<file path="config.mk">
export PLATFORM = sky130hd
export DESIGN_NAME = linear_setpoint_ramp
export DESIGN_NICKNAME = d
export VERILOG_FILES = /design/src/rtl/lsr_pkg.sv /design/src/rtl/lsr_div.sv /design/src/rtl/linear_setpoint_ramp.sv
export SDC_FILE = /design/constraint.sdc
export NUM_CORES = 1
export LEC_CHECK = 0
export CELL_PAD_IN_SITES_DETAIL_PLACEMENT = 0
export CELL_PAD_IN_SITES_GLOBAL_PLACEMENT = 1
export CORE_UTILIZATION = 51
export DETAILED_ROUTE_END_ITERATION = 10
export DONT_BUFFER_PORTS = 1
export PLACE_DENSITY_LB_ADDON = 0.1
export SETUP_SLACK_MARGIN = 0.4
export SYNTH_ARGS = -nofsm -noshare
export SYNTH_HDL_FRONTEND = slang
export SYNTH_SLANG_ARGS = --single-unit
</file>
<file path="constraint.sdc">
create_clock -name clk -period 5.6 [get_ports clk]
set_input_delay 0.56 -clock clk [delete_from_list [all_inputs] [get_ports clk]]
set_output_delay 0.56 -clock clk [all_outputs]
set_load 0.1 [all_outputs]
</file>
<file path="src/rtl/lsr_pkg.sv">
// Shared types and constants for the linear set-point ramp generator.
`default_nettype none

package lsr_pkg;

	// Field widths
	localparam int unsigned VAL_W   = 32;  // Q16.16 value
	localparam int unsigned TIME_W  = 16;  // ramp time, sample period, tick count
	localparam int unsigned FRAC_W  = 16;  // extra fraction bits below Q16.16
	localparam int unsigned DIFF_W  = VAL_W + 1;            // target - start
	localparam int unsigned STEP_W  = DIFF_W + FRAC_W;      // signed step, Q.32
	localparam int unsigned ACC_W   = STEP_W + 1;           // running sum width

	// Shared serial divider
	localparam int unsigned DVD_W   = STEP_W;               // dividend / quotient
	localparam int unsigned DIV_W   = TIME_W;               // divisor
	localparam int unsigned ITER_W  = $clog2(DVD_W + 1);    // iteration count

	// Iterations for the two divisions
	localparam logic [ITER_W-1:0] CNT_ITERS  = ITER_W'(TIME_W);
	localparam logic [ITER_W-1:0] STEP_ITERS = ITER_W'(DVD_W);

	// Sample period after reset
	localparam logic [TIME_W-1:0] SAMPLE_PERIOD_RST = TIME_W'(1);

	// Sequencer states
	typedef enum logic [2:0] {
		ST_IDLE,
		ST_CHECK,
		ST_CNT,
		ST_STEP,
		ST_FINISH
	} lsr_state_t;

	// Divider launch command
	typedef struct packed {
		logic              start;
		logic [ITER_W-1:0] iters;
	} div_cmd_t;

endpackage

`default_nettype wire

</file>
<file path="src/rtl/lsr_div.sv">
// Shared restoring divider, one quotient bit per cycle.
`default_nettype none

module lsr_div
	import lsr_pkg::*;
(
	input  wire logic             clk,
	input  wire logic             arst_n,
	input  wire div_cmd_t         cmd,
	input  wire logic [DVD_W-1:0] dividend,
	input  wire logic [DIV_W-1:0] divisor,
	output logic                  done,
	output logic [DVD_W-1:0]      quotient
);

	logic [DVD_W-1:0]  dvd_q;     // dividend bits shift out the top, quotient in at bottom
	logic [DIV_W-1:0]  rem_q;
	logic [DIV_W-1:0]  dsr_q;
	logic [ITER_W-1:0] cnt_q;
	logic              busy_q;
	logic              done_q;

	logic [DIV_W:0]    shifted;
	logic [DIV_W+1:0]  trial;
	logic              ge;
	logic [DIV_W-1:0]  rem_next;

	// Trial subtract for one bit
	always_comb begin
		shifted  = {rem_q, dvd_q[DVD_W-1]};
		trial    = {1'b0, shifted} - {2'b00, dsr_q};
		ge       = ~trial[DIV_W+1];
		rem_next = ge ? trial[DIV_W-1:0] : shifted[DIV_W-1:0];
	end

	// Iteration control
	always_ff @(posedge clk or negedge arst_n) begin
		if (!arst_n) begin
			cnt_q  <= '0;
			busy_q <= 1'b0;
			done_q <= 1'b0;
		end else if (cmd.start) begin
			cnt_q  <= cmd.iters;
			busy_q <= 1'b1;
			done_q <= 1'b0;
		end else if (busy_q) begin
			cnt_q <= cnt_q - ITER_W'(1);
			if (cnt_q == ITER_W'(1)) begin
				busy_q <= 1'b0;
				done_q <= 1'b1;
			end
		end else begin
			done_q <= 1'b0;
		end
	end

	// Operand and partial remainder
	always_ff @(posedge clk) begin
		if (cmd.start) begin
			dvd_q <= dividend;
			dsr_q <= divisor;
			rem_q <= '0;
		end else if (busy_q) begin
			dvd_q <= {dvd_q[DVD_W-2:0], ge};
			rem_q <= rem_next;
		end
	end

	assign done     = done_q;
	assign quotient = dvd_q;

	// Checks
	a_done_after_busy: assert property (@(posedge clk) disable iff (!arst_n)
		$rose(done_q) |-> $past(busy_q))
		else $error("divider done without a run");

	a_no_start_busy: assert property (@(posedge clk) disable iff (!arst_n)
		busy_q |-> !done_q)
		else $error("divider done while busy");

	a_one_done: assert property (@(posedge clk) disable iff (!arst_n)
		done_q |=> !done_q)
		else $error("divider done held longer than one cycle");

endmodule

`default_nettype wire

</file>
<file path="src/rtl/linear_setpoint_ramp.sv">
// Top level of the linear set-point ramp generator.
`default_nettype none

// Linear set-point ramp generator. Each input transfer is one sample tick and yields one
// ramp_value transfer. When target differs from the target of the latest ramp, a new
// ramp starts at start_value, lasting ramp_time / sample_period ticks (truncated), with
// a per-tick step of (target - start_value) / ticks carried with 32 fraction bits; the
// last tick lands exactly on target, and a ramp shorter than one period (or a zero
// period) jumps straight to target. One item is worked at a time and in_stall stays
// high until it is done. A tick with unchanged target passes from the input transfer
// through ST_CHECK to ST_FINISH, which waits while out_stall holds the last result, then
// commits its own result; the next tick can transfer once the sequencer is back in ST_IDLE.
// A target change with a nonzero period runs the shared serial divider, one quotient bit
// per cycle, in ST_CNT for the tick count and then in ST_STEP for the step; a ramp too
// short for one tick skips the step division. The result sits in an output register, so
// the next tick is accepted while it waits. sample_period resets to 1; write it only
// while the block is idle.
module linear_setpoint_ramp
	import lsr_pkg::*;
(
	input  wire logic                     clk,
	input  wire logic                     arst_n,
	// configuration
	input  wire logic                     cfg_valid,
	output logic                          cfg_ready,
	input  wire logic [TIME_W-1:0]        cfg_data,
	// input ticks
	input  wire logic                     in_valid,
	output logic                          in_stall,
	input  wire logic signed [VAL_W-1:0]  start_value,
	input  wire logic signed [VAL_W-1:0]  target,
	input  wire logic [TIME_W-1:0]        ramp_time,
	// results
	output logic                          out_valid,
	input  wire logic                     out_stall,
	output logic signed [VAL_W-1:0]       ramp_value
);

	lsr_state_t state_q, state_next;

	logic [TIME_W-1:0]        sample_period_q;
	logic [VAL_W-1:0]         last_target_q;
	logic [VAL_W-1:0]         cur_value_q;
	logic [FRAC_W-1:0]        frac_acc_q;
	logic signed [STEP_W-1:0] step_q;
	logic [TIME_W-1:0]        ticks_q;

	logic [VAL_W-1:0]         start_q;
	logic [VAL_W-1:0]         tgt_q;
	logic [TIME_W-1:0]        rtime_q;
	logic signed [DIFF_W-1:0] diff_q;

	logic                     out_valid_q;
	logic [VAL_W-1:0]         ramp_value_q;

	div_cmd_t                 div_cmd;
	logic [DVD_W-1:0]         div_dividend;
	logic [DIV_W-1:0]         div_divisor;
	logic                     div_done;
	logic [DVD_W-1:0]         div_quot;

	logic                     in_xfer;
	logic                     slot_free;
	logic                     commit;
	logic                     tgt_changed;
	logic [TIME_W-1:0]        count;
	logic [DIFF_W-1:0]        diff_mag;
	logic signed [ACC_W-1:0]  acc_sum;
	logic [VAL_W-1:0]         cur_next;
	logic [FRAC_W-1:0]        frac_next;

	assign in_xfer     = in_valid && !in_stall;
	assign slot_free   = !out_valid_q || !out_stall;
	assign tgt_changed = (tgt_q != last_target_q);
	assign count       = div_quot[TIME_W-1:0];
	assign diff_mag    = diff_q[DIFF_W-1] ? DIFF_W'(-diff_q) : DIFF_W'(diff_q);

	// Next state
	always_comb begin
		state_next = state_q;
		unique case (state_q)
			ST_IDLE: begin
				if (in_xfer) state_next = ST_CHECK;
			end
			ST_CHECK: begin
				if (tgt_changed && sample_period_q != '0) state_next = ST_CNT;
				else state_next = ST_FINISH;
			end
			ST_CNT: begin
				if (div_done) state_next = (count == '0) ? ST_FINISH : ST_STEP;
			end
			ST_STEP: begin
				if (div_done) state_next = ST_FINISH;
			end
			ST_FINISH: begin
				if (slot_free) state_next = ST_IDLE;
			end
			default: state_next = ST_IDLE;
		endcase
	end

	// Sequencer outputs
	always_comb begin
		in_stall     = 1'b1;
		commit       = 1'b0;
		div_cmd      = '{start: 1'b0, iters: CNT_ITERS};
		div_dividend = {rtime_q, {(DVD_W-TIME_W){1'b0}}};
		div_divisor  = sample_period_q;
		unique case (state_q)
			ST_IDLE: begin
				in_stall = 1'b0;
			end
			ST_CHECK: begin
				div_cmd.start = tgt_changed && sample_period_q != '0;
			end
			ST_CNT: begin
				div_cmd.start = div_done && count != '0;
				div_cmd.iters = STEP_ITERS;
				div_dividend  = {diff_mag, {FRAC_W{1'b0}}};
				div_divisor   = count;
			end
			ST_STEP: begin
			end
			ST_FINISH: begin
				commit = slot_free;
			end
			default: begin
			end
		endcase
	end

	// One tick of the running value
	always_comb begin
		acc_sum   = $signed({{(ACC_W-VAL_W-FRAC_W){cur_value_q[VAL_W-1]}},
			cur_value_q, frac_acc_q}) + ACC_W'(step_q);
		cur_next  = cur_value_q;
		frac_next = frac_acc_q;
		if (ticks_q == TIME_W'(1)) begin
			cur_next  = tgt_q;
			frac_next = '0;
		end else if (ticks_q != '0) begin
			cur_next  = acc_sum[VAL_W+FRAC_W-1:FRAC_W];
			frac_next = acc_sum[FRAC_W-1:0];
		end
	end

	lsr_div u_div (
		.clk      (clk),
		.arst_n   (arst_n),
		.cmd      (div_cmd),
		.dividend (div_dividend),
		.divisor  (div_divisor),
		.done     (div_done),
		.quotient (div_quot)
	);

	// Control state, configuration and ramp state
	always_ff @(posedge clk or negedge arst_n) begin
		if (!arst_n) begin
			state_q         <= ST_IDLE;
			sample_period_q <= SAMPLE_PERIOD_RST;
			last_target_q   <= '0;
			cur_value_q     <= '0;
			frac_acc_q      <= '0;
			step_q          <= '0;
			ticks_q         <= '0;
			out_valid_q     <= 1'b0;
		end else begin
			state_q <= state_next;
			if (cfg_valid && cfg_ready) sample_period_q <= cfg_data;

			// new ramp setup
			if (state_q == ST_CHECK && tgt_changed) begin
				last_target_q <= tgt_q;
				frac_acc_q    <= '0;
				if (sample_period_q == '0) begin
					cur_value_q <= tgt_q;
					ticks_q     <= '0;
					step_q      <= '0;
				end else begin
					cur_value_q <= start_q;
				end
			end
			if (state_q == ST_CNT && div_done) begin
				ticks_q <= count;
				if (count == '0) begin
					cur_value_q <= tgt_q;
					step_q      <= '0;
				end
			end
			if (state_q == ST_STEP && div_done) begin
				step_q <= diff_q[DIFF_W-1] ? -$signed(div_quot) : $signed(div_quot);
			end

			// tick update and result register
			if (commit) begin
				cur_value_q <= cur_next;
				frac_acc_q  <= frac_next;
				if (ticks_q != '0) ticks_q <= ticks_q - TIME_W'(1);
				out_valid_q <= 1'b1;
			end else if (!out_stall) begin
				out_valid_q <= 1'b0;
			end
		end
	end

	// Item operands and result payload
	always_ff @(posedge clk) begin
		if (in_xfer) begin
			start_q <= start_value;
			tgt_q   <= target;
			rtime_q <= ramp_time;
		end
		if (state_q == ST_CHECK) begin
			diff_q <= $signed({tgt_q[VAL_W-1], tgt_q}) - $signed({start_q[VAL_W-1], start_q});
		end
		if (commit) ramp_value_q <= cur_next;
	end

	assign cfg_ready  = 1'b1;
	assign out_valid  = out_valid_q;
	assign ramp_value = ramp_value_q;

	// Checks
	a_result_from_finish: assert property (@(posedge clk) disable iff (!arst_n)
		$rose(out_valid_q) |-> $past(state_q == ST_FINISH))
		else $error("result appeared outside the finish step");

	a_div_done_in_div_state: assert property (@(posedge clk) disable iff (!arst_n)
		div_done |-> (state_q == ST_CNT || state_q == ST_STEP))
		else $error("divider finished while sequencer not waiting");

	a_last_tick_on_target: assert property (@(posedge clk) disable iff (!arst_n)
		(commit && ticks_q == TIME_W'(1)) |=> (cur_value_q == last_target_q))
		else $error("ramp did not land on target");

	a_ticks_zero_holds: assert property (@(posedge clk) disable iff (!arst_n)
		(commit && ticks_q == '0) |=> (cur_value_q == $past(cur_value_q)))
		else $error("value moved with no ramp active");

endmodule

`default_nettype wire

</file>
## Word-level counts from Yosys, hierarchy flattened

Index checks and enable logic that the tools add are counted.

| storage, ports and cells | value |
|---|---|
| bits in latches | 0 |
| RAM bits | 0 |
| bits in read-only memories | 0 |
| memories kept | 0 |
| input bits | 101 |
| output and inout bits | 35 |
| register bits after elaboration | 399 |
| logic and storage cells | 109 |

| operators by class | value |
|---|---|
| equality and inequality tests | 14 |
| bitwise logic cells | 1 |
| multiply operators | 0 |
| divide/modulo/power cells | 0 |
| add/sub/neg operators | 7 |
| order comparisons | 0 |
| shift operators | 0 |
| multiplexer cells | 49 |
| reductions and logical operators | 19 |

Operators by type and width:

| kind | count |
|---|---|
| 49-bit 2-to-1 mux | 9 |
| 32-bit 2-to-1 mux | 7 |
| 16-bit 2-to-1 mux | 11 |
| 49-bit negator | 1 |
| 48-bit adder | 1 |
| 16-bit nonzero test | 3 |
| 33-bit 2-to-1 mux | 1 |
| 33-bit negator | 1 |
| 32-bit by 32-bit subtractor with 33-bit output | 1 |
| 16-bit zero test | 2 |
| 32-bit != test | 1 |
| 3-bit 2-to-1 mux | 6 |
| 6-bit 2-to-1 mux | 3 |
| 17-bit by 16-bit subtractor with 18-bit output | 1 |
| 16-bit by 1-bit == test with 1-bit output (second input constant) | 1 |
| 16-bit by 1-bit subtractor with 16-bit output (second input constant) | 1 |
| 3-bit one-hot mux with 5 select lines | 1 |
| 1-bit 2-to-1 mux | 10 |
| 3-bit by 2-bit == test with 1-bit output (second input constant) | 2 |
| 6-bit by 1-bit == test with 1-bit output (second input constant) | 1 |
| 1-bit logical AND | 6 |
| 2-bit by 1-bit != test with 1-bit output (second input constant) | 3 |
| 6-bit by 1-bit subtractor with 6-bit output (second input constant) | 1 |
| 2-bit != test (second input constant) | 2 |
| 12 further kinds | 14 |

## Depth between registers and ports, before layout

| logic depth | value |
|---|---|
| depth after elaboration | 6 |
| depth in mapped cells | 14 |
| mapped depth without buffers | 14 |

## Hierarchy

From an unflattened synthesis, not the netlist that was laid out.

| second synthesis, totals | value |
|---|---|
| cells, all modules | 2437 |
| area, all modules | 23578.9 um^2 |

By module, submodules not included:

| module | area each (um^2) | cells each | instances |
|---|---|---|---|
| linear_setpoint_ramp | 18783.0 | 2027 | 1 |
| lsr_div | 4795.8 | 410 | 1 |

## Worst setup path before layout

Ideal clock, no wire load.

| timing | value |
|---|---|
| kind | register -> register |
| from | reg state_q[2] |
| to | reg rtime_q[0], enable pin |
| stages on the path, launching flop included | 4 |
| slack | 0.274 ns |
| data arrival time | 4.807 ns |
| clock period less this slack | 5.326 ns |
| buffers on the path | 1 |
| path through | dfrtp_1 clkbuf_1 or3_1 nor2_1 |

| between the ends | value |
|---|---|
| longest elaborated chain between the ends | 2 |

Ends and longest elaborated chain:

| element | line | RTL |
|---|---|---|
| from (decl) | linear_setpoint_ramp.sv:39 | `lsr_state_t state_q, state_next;` |
| from (signal assigned) | linear_setpoint_ramp.sv:169 | `state_q <= state_next;` |
| 3-bit zero test | linear_setpoint_ramp.sv:109 | `unique case (state_q)` |
| 1-bit logical AND | linear_setpoint_ramp.sv:72 | `assign in_xfer = in_valid && !in_stall;` |
| net in_xfer | linear_setpoint_ramp.sv:62 | `logic in_xfer;` |
| to (signal assigned) | linear_setpoint_ramp.sv:212 | `rtime_q <= ramp_time;` |
| to (decl) | linear_setpoint_ramp.sv:50 | `logic [TIME_W-1:0] rtime_q;` |

The timed path passes the listed nets, and every way through them passes these cells.
A chain may end at the register's enable or synchronous reset.

## Worst setup path after layout

| timing | value |
|---|---|
| from | reg step_q[2] |
| to | reg ramp_value_q[31] (netlist: ramp_value[31]) (data pin) |

| between the ends | value |
|---|---|
| longest elaborated chain between the ends | 3 |

Ends and longest elaborated chain:

| element | line | RTL |
|---|---|---|
| from (decl) | linear_setpoint_ramp.sv:45 | `logic signed [STEP_W-1:0] step_q;` |
| from (signal assigned) | linear_setpoint_ramp.sv:192 | `step_q <= diff_q[DIFF_W-1] ? -$signed(div_quot) : $signed(div_quot);` |
| 48-bit adder | linear_setpoint_ramp.sv:135 | `cur_value_q, frac_acc_q}) + ACC_W'(step_q);` |
| 32-bit 2-to-1 mux | linear_setpoint_ramp.sv:141 | `end else if (ticks_q != '0) begin` |
| 32-bit 2-to-1 mux | linear_setpoint_ramp.sv:138 | `if (ticks_q == TIME_W'(1)) begin` |
| net cur_next[31] | linear_setpoint_ramp.sv:69 | `logic [VAL_W-1:0] cur_next;` |
| to (signal assigned) | linear_setpoint_ramp.sv:217 | `if (commit) ramp_value_q <= cur_next;` |
| to (decl) | linear_setpoint_ramp.sv:54 | `logic [VAL_W-1:0] ramp_value_q;` |

The timed path passes the listed nets, and every way through them passes these cells.

==> metrics.txt <==
# TYPE chip_impl_metric gauge
chip_impl_info{name="run_status",value="finished clean"} 1
chip_impl_metric{name="synth_warnings",unit=""} 0
chip_impl_metric{name="power_per_cell_area",unit="nW/um2"} 628.2
chip_impl_metric{name="clk_transition_reported_paths",unit="ns"} 0.06
chip_impl_info{name="crit_family",value="compound AO/OA/AOI/OAI gates"} 1
chip_impl_metric{name="wl_per_cell",unit="um"} 23.46
chip_impl_metric{name="share_clk_of_total_power",unit="%"} 19.1
chip_impl_info{name="critical_path.endpoint_type",value="flop"} 1
chip_impl_metric{name="max-clock-path-buffers",unit=""} 3
chip_impl_info{name="type_of_the_worst_setup_path",value="reg2reg"} 1
chip_impl_metric{name="syn-instance-count",unit=""} 2346
chip_impl_info{name="synth_top_cells_by_area",value="sky130_fd_sc_hd__edfxtp_1, sky130_fd_sc_hd__dfrtp_1, sky130_fd_sc_hd__ha_1"} 1
chip_impl_info{name="root_buffer_master",value="sky130_fd_sc_hd__clkbuf_16"} 1
chip_impl_metric{name="grt_pass1_vias",unit=""} 17590
chip_impl_metric{name="reg2reg_depth",unit=""} 12
chip_impl_metric{name="grt_util_all_layers",unit="%"} 30.27
chip_impl_metric{name="async_reset_ff_share",unit="%"} 43.22
chip_impl_metric{name="distinct_cells_synth",unit=""} 75
chip_impl_metric{name="slew_headroom",unit="%"} 16.88
chip_impl_metric{name="detail_route.vias_per_cell",unit=""} 6.129
chip_impl_metric{name="grt_pass1_wl",unit="mm"} 106.3
chip_impl_info{name="worst_setup_sp",value="step_q[2]"} 1
chip_impl_info{name="crit-reg2reg-capture",value="ramp_value[31]"} 1
chip_impl_metric{name="drc_errors",unit=""} 0
chip_impl_metric{name="path_buf_inv",unit=""} 0
chip_impl_metric{name="crit_arrival",unit="ns"} 4.41
chip_impl_metric{name="largest_net_degree_at_the_start_of_global_routing",unit=""} 173
chip_impl_metric{name="dp.final_hpwl",unit="mm"} 50.87
chip_impl_metric{name="drt_first_iter_violations",unit=""} 1726
chip_impl_metric{name="syn_nets",unit=""} 2551
chip_impl_info{name="synth_ff_type",value="sky130_fd_sc_hd__edfxtp_1"} 1
chip_impl_metric{name="drt-total-wl",unit="mm"} 69.16
chip_impl_info{name="rr_startpoint",value="step_q[2]"} 1
chip_impl_metric{name="die_area",unit="um2"} 45860
chip_impl_metric{name="placed_cells",unit=""} 2863
chip_impl_metric{name="slack_of_the_worst_reg_to_reg_path",unit="ns"} 1.53
chip_impl_info{name="startpoint_type",value="flop"} 1
chip_impl_metric{name="syn_area_per_cell",unit="um2"} 9.785
chip_impl_metric{name="later_pin_clock_latency_in_the_skew_report",unit="ns"} 0.59
chip_impl_metric{name="max_slew_vio_count",unit=""} 0
chip_impl_metric{name="final.period_utilization",unit="%"} 72.69
chip_impl_metric{name="crit_path_max_fanout",unit=""} 5
chip_impl_metric{name="post-route-cell-area",unit="um2"} 25100
chip_impl_metric{name="measured_slew_at_the_worst_slew_check_pin",unit="ns"} 1.242
chip_impl_metric{name="power.leakage",unit="nW"} 10.41
chip_impl_metric{name="gp_routability_congestion",unit=""} 0.9453
chip_impl_metric{name="critical_path_required",unit="ns"} 5.94
chip_impl_metric{name="initial_core_util",unit="%"} 51.80
chip_impl_metric{name="final-hold-violation-count",unit=""} 0
chip_impl_metric{name="comb_power_share",unit="%"} 44.9
chip_impl_info{name="path_common_cell",value="sky130_fd_sc_hd__o21ai_0"} 1
chip_impl_info{name="cts_tree",value="built"} 1
chip_impl_metric{name="overflow",unit=""} 0
chip_impl_metric{name="mappedNetlistArea",unit="um2"} 22950
chip_impl_metric{name="ctsHtreeMaxLevel",unit=""} 2
chip_impl_info{name="rsz0062_at_grt",value="no"} 1
chip_impl_metric{name="ant_nets",unit=""} 0
chip_impl_metric{name="number_of_antenna_violations_at_the_first_check_in_global_routing",unit=""} 0
chip_impl_metric{name="achievable-frequency",unit="MHz"} 245.7
chip_impl_metric{name="worst_setup_skew_after_layout",unit="ns"} 0.02144
chip_impl_metric{name="io_pins",unit=""} 136
chip_impl_metric{name="synth.ff_latch_count",unit=""} 398
chip_impl_metric{name="worst_setup_slack_post_dpl",unit="ns"} 1.597
chip_impl_metric{name="detailroute.via_count",unit=""} 18070
chip_impl_metric{name="critical-path-max-stage-delay",unit="ns"} 0.59
chip_impl_metric{name="dieWidth",unit="um"} 214.2
chip_impl_metric{name="synth-edff-count",unit=""} 210
chip_impl_info{name="critical_path.endpoint",value="ramp_value[31]"} 1
chip_impl_metric{name="fin_cells",unit=""} 2948
chip_impl_metric{name="synth-seq-area-share",unit="%"} 47.62
chip_impl_metric{name="layout-area-overhead-vs-synth",unit="%"} 9.348
chip_impl_info{name="critical-path-slowest-cell",value="sky130_fd_sc_hd__o31ai_2"} 1
chip_impl_metric{name="post_dp_cell_area",unit="um2"} 23570
chip_impl_metric{name="cts_buf_count",unit=""} 45
chip_impl_metric{name="internal_power",unit="mW"} 9.021
chip_impl_metric{name="pre_antenna_drt_iters",unit=""} 6
chip_impl_metric{name="p_seq_share",unit="%"} 36.0
chip_impl_metric{name="share_of_final_layout_standard_cells_stronger_than_drive_strength_1",unit="%"} 8.192
chip_impl_metric{name="layout_min_cycle_time",unit="ns"} 4.070
chip_impl_metric{name="cp.depth",unit=""} 12
chip_impl_metric{name="finish.net_count",unit=""} 2524
chip_impl_info{name="yosysTopAreaCell",value="sky130_fd_sc_hd__edfxtp_1"} 1
chip_impl_metric{name="synth.top_cell.area_share",unit="%"} 27.47
chip_impl_info{name="critical_path.cell_chain",value="ha_1 > o21ai_0 > o21ai_0 > a21oi_1 > o21bai_1 > a41oi_1 > o31ai_2 > a31oi_1 > or4_1 > nand3_1 > nor2_1 > or3_1"} 1
chip_impl_metric{name="vdd.ir_drop.worst",unit="mV"} 0.3167
chip_impl_metric{name="post_cts_resize_count",unit=""} 0
chip_impl_metric{name="worst_slack_setup_final",unit="ns"} 1.530
chip_impl_metric{name="numClockSinks",unit=""} 398
chip_impl_metric{name="cap_violations",unit=""} 0
chip_impl_metric{name="switching_power",unit="mW"} 6.745
chip_impl_metric{name="fp_rows",unit=""} 77
chip_impl_metric{name="hold_ws",unit="ns"} 0.01342
chip_impl_metric{name="tns",unit="ns"} 0
chip_impl_metric{name="n_antenna_cell",unit=""} 0
chip_impl_metric{name="placement.io_buffers",unit=""} 0
chip_impl_metric{name="power_switching_share",unit="%"} 42.78
chip_impl_metric{name="postCtsSetupRepairBufs",unit=""} 0
chip_impl_metric{name="floorplan.core_area",unit="um2"} 44320
chip_impl_metric{name="floorplan.die.height",unit="um"} 214.2
chip_impl_metric{name="setup-violations-final",unit=""} 0
chip_impl_info{name="worst_hold_path_type",value="in2async"} 1
-- worst register-to-register path, cell delays in order, from the launching register on --
cell and delay (ns):
sky130_fd_sc_hd__dfrtp_1 0.38, sky130_fd_sc_hd__ha_1 0.35, sky130_fd_sc_hd__o21ai_0 0.11, sky130_fd_sc_hd__o21ai_0 0.23, sky130_fd_sc_hd__a21oi_1 0.17, sky130_fd_sc_hd__o21bai_1 0.35
sky130_fd_sc_hd__a41oi_1 0.27, sky130_fd_sc_hd__o31ai_2 0.59, sky130_fd_sc_hd__a31oi_1 0.27, sky130_fd_sc_hd__or4_1 0.55, sky130_fd_sc_hd__nand3_1 0.15, sky130_fd_sc_hd__nor2_1 0.06
sky130_fd_sc_hd__or3_1 0.36
-- registers in the layout, summed over array words and instances, names as in the netlist, 32 cells and up --
register	count
cur_value_q	32
diff_q	33
last_target_q	32
start_q	32
u_div.quotient	49
tgt_q	32
ramp_value	32
step_q	48
-- Yosys cell counts (25+ instances only) --
cell type and number:
sky130_fd_sc_hd__nand3_1 100, sky130_fd_sc_hd__xnor2_1 108, sky130_fd_sc_hd__o21ai_0 214, sky130_fd_sc_hd__mux2_2 51, sky130_fd_sc_hd__a21o_1 48, sky130_fd_sc_hd__dfrtp_1 171
sky130_fd_sc_hd__ha_1 101, sky130_fd_sc_hd__inv_1 91, sky130_fd_sc_hd__clkbuf_1 93, sky130_fd_sc_hd__xor2_1 81, sky130_fd_sc_hd__and3_1 25, sky130_fd_sc_hd__edfxtp_1 210
sky130_fd_sc_hd__a21oi_1 170, sky130_fd_sc_hd__nand2_1 244, sky130_fd_sc_hd__nor3_1 38, sky130_fd_sc_hd__nor2_1 166, sky130_fd_sc_hd__o31ai_1 35
-- worst min path at each step --
stage	depth (start not counted)	startpoint	endpoint	slack, ns
detailed placement	0	arst_n	step_q[6]	0.27
finish	1	arst_n	step_q[6]	0.01
global placement	0	arst_n	frac_acc_q[6]	0.27
CTS	0	target[1]	tgt_q[1]	0.04
floorplan	0	arst_n	cur_value_q[0]	0.26
global route	0	start_value[4]	start_q[4]	0.04
-- power by group through the flow --
stage | logic, mW | clock network, mW | registers (mW)
2_1_floorplan | 5.34 | 0 | 5.25
3_3_place_gp | 6.87 | 0 | 5.69
3_5_place_dp | 6.95 | 0 | 5.72
4_1_cts | 7.03 | 3.07 | 5.67
5_1_grt | 7.82 | 3.18 | 5.80
6_report | 7.08 | 3.01 | 5.68
-- placed cells by master, fill, tap and decap left out, drive strengths merged, types with 8 or more instances in the layout --
cell type  Yosys  layout
ha           101     101
nor2         168     168
edfxtp       210     210
nor4          18      18
a31oi         21      21
nand3        100     100
nor2b         22      22
clkinv         0      16
o211ai        14      14
buf           15      34
inv           91      94
or3           16      16
a21o          48      48
a221o         18      18
a211oi        12      12
clkbuf        93      58
a21oi        171     171
o21ai        218     218
nor3          38      38
or4           21      21
o21a          23      23
a22oi         12      12
mux2i         21      21
o22ai          8       8
or2            8       8
xor2          81      81
nand2b        18      18
o221ai         8       8
dfxtp         16      16
xnor2        108     108
dfrtp        171     171
o41ai          9       9
mux2          51      51
and3          25      25
a221oi         8       8
nand4         20      20
o21bai        18      18
o31ai         37      37
nand2        244     244
-- what timing repair did --
action                                  4_1_cts  5_1_grt
endpoints found under the setup margin        0        0
endpoints found under the hold margin       172        0
hold buffers                                  1        0
-- routing by layer --
layer,track usage (%),vias to the layer above,wire (um)
li1,-,8537,-
met1,40.59,8711,29750
met2,48.12,670,31530
met3,4.780,150,4448
met4,14.40,0,3432
met5,0,-,0
-- cell families (layout without fill, tap and decap cells) --
logic type / Yosys count / after routing / share of synthesized area (%)
buf+inv: 199 / 209 / 3.276
flops: 398 / 398 / 47.62
xor+xnor: 189 / 189 / 7.211
mux: 72 / 72 / 3.418
fa+ha+maj: 104 / 104 / 5.767
simple gates: 718 / 718 / 14.65
other cells: 1 / 1 / 0.01634
compound gates: 665 / 665 / 18.04
-- stage by stage --
stage          utilization [%]  power, mW
4_1_cts                  56.64      15.76
3_3_place_gp             53.18      12.57
5_1_grt                  56.64      16.80
3_5_place_dp             53.18      12.67
6_report                 56.64      15.77
2_1_floorplan                -      10.59
-- final cells by class --
cell class | count | area (um2)
fillers | 3973 | 19220
multi-input cells | 1749 | 11310
flip-flops and latches | 398 | 10930
clock buffers | 58 | 1235
well taps | 592 | 740.7
inverters | 91 | 341.6
repair buffers | 34 | 275.3
clock inverters | 26 | 267.8
Power figures use the tool's default switching activity.
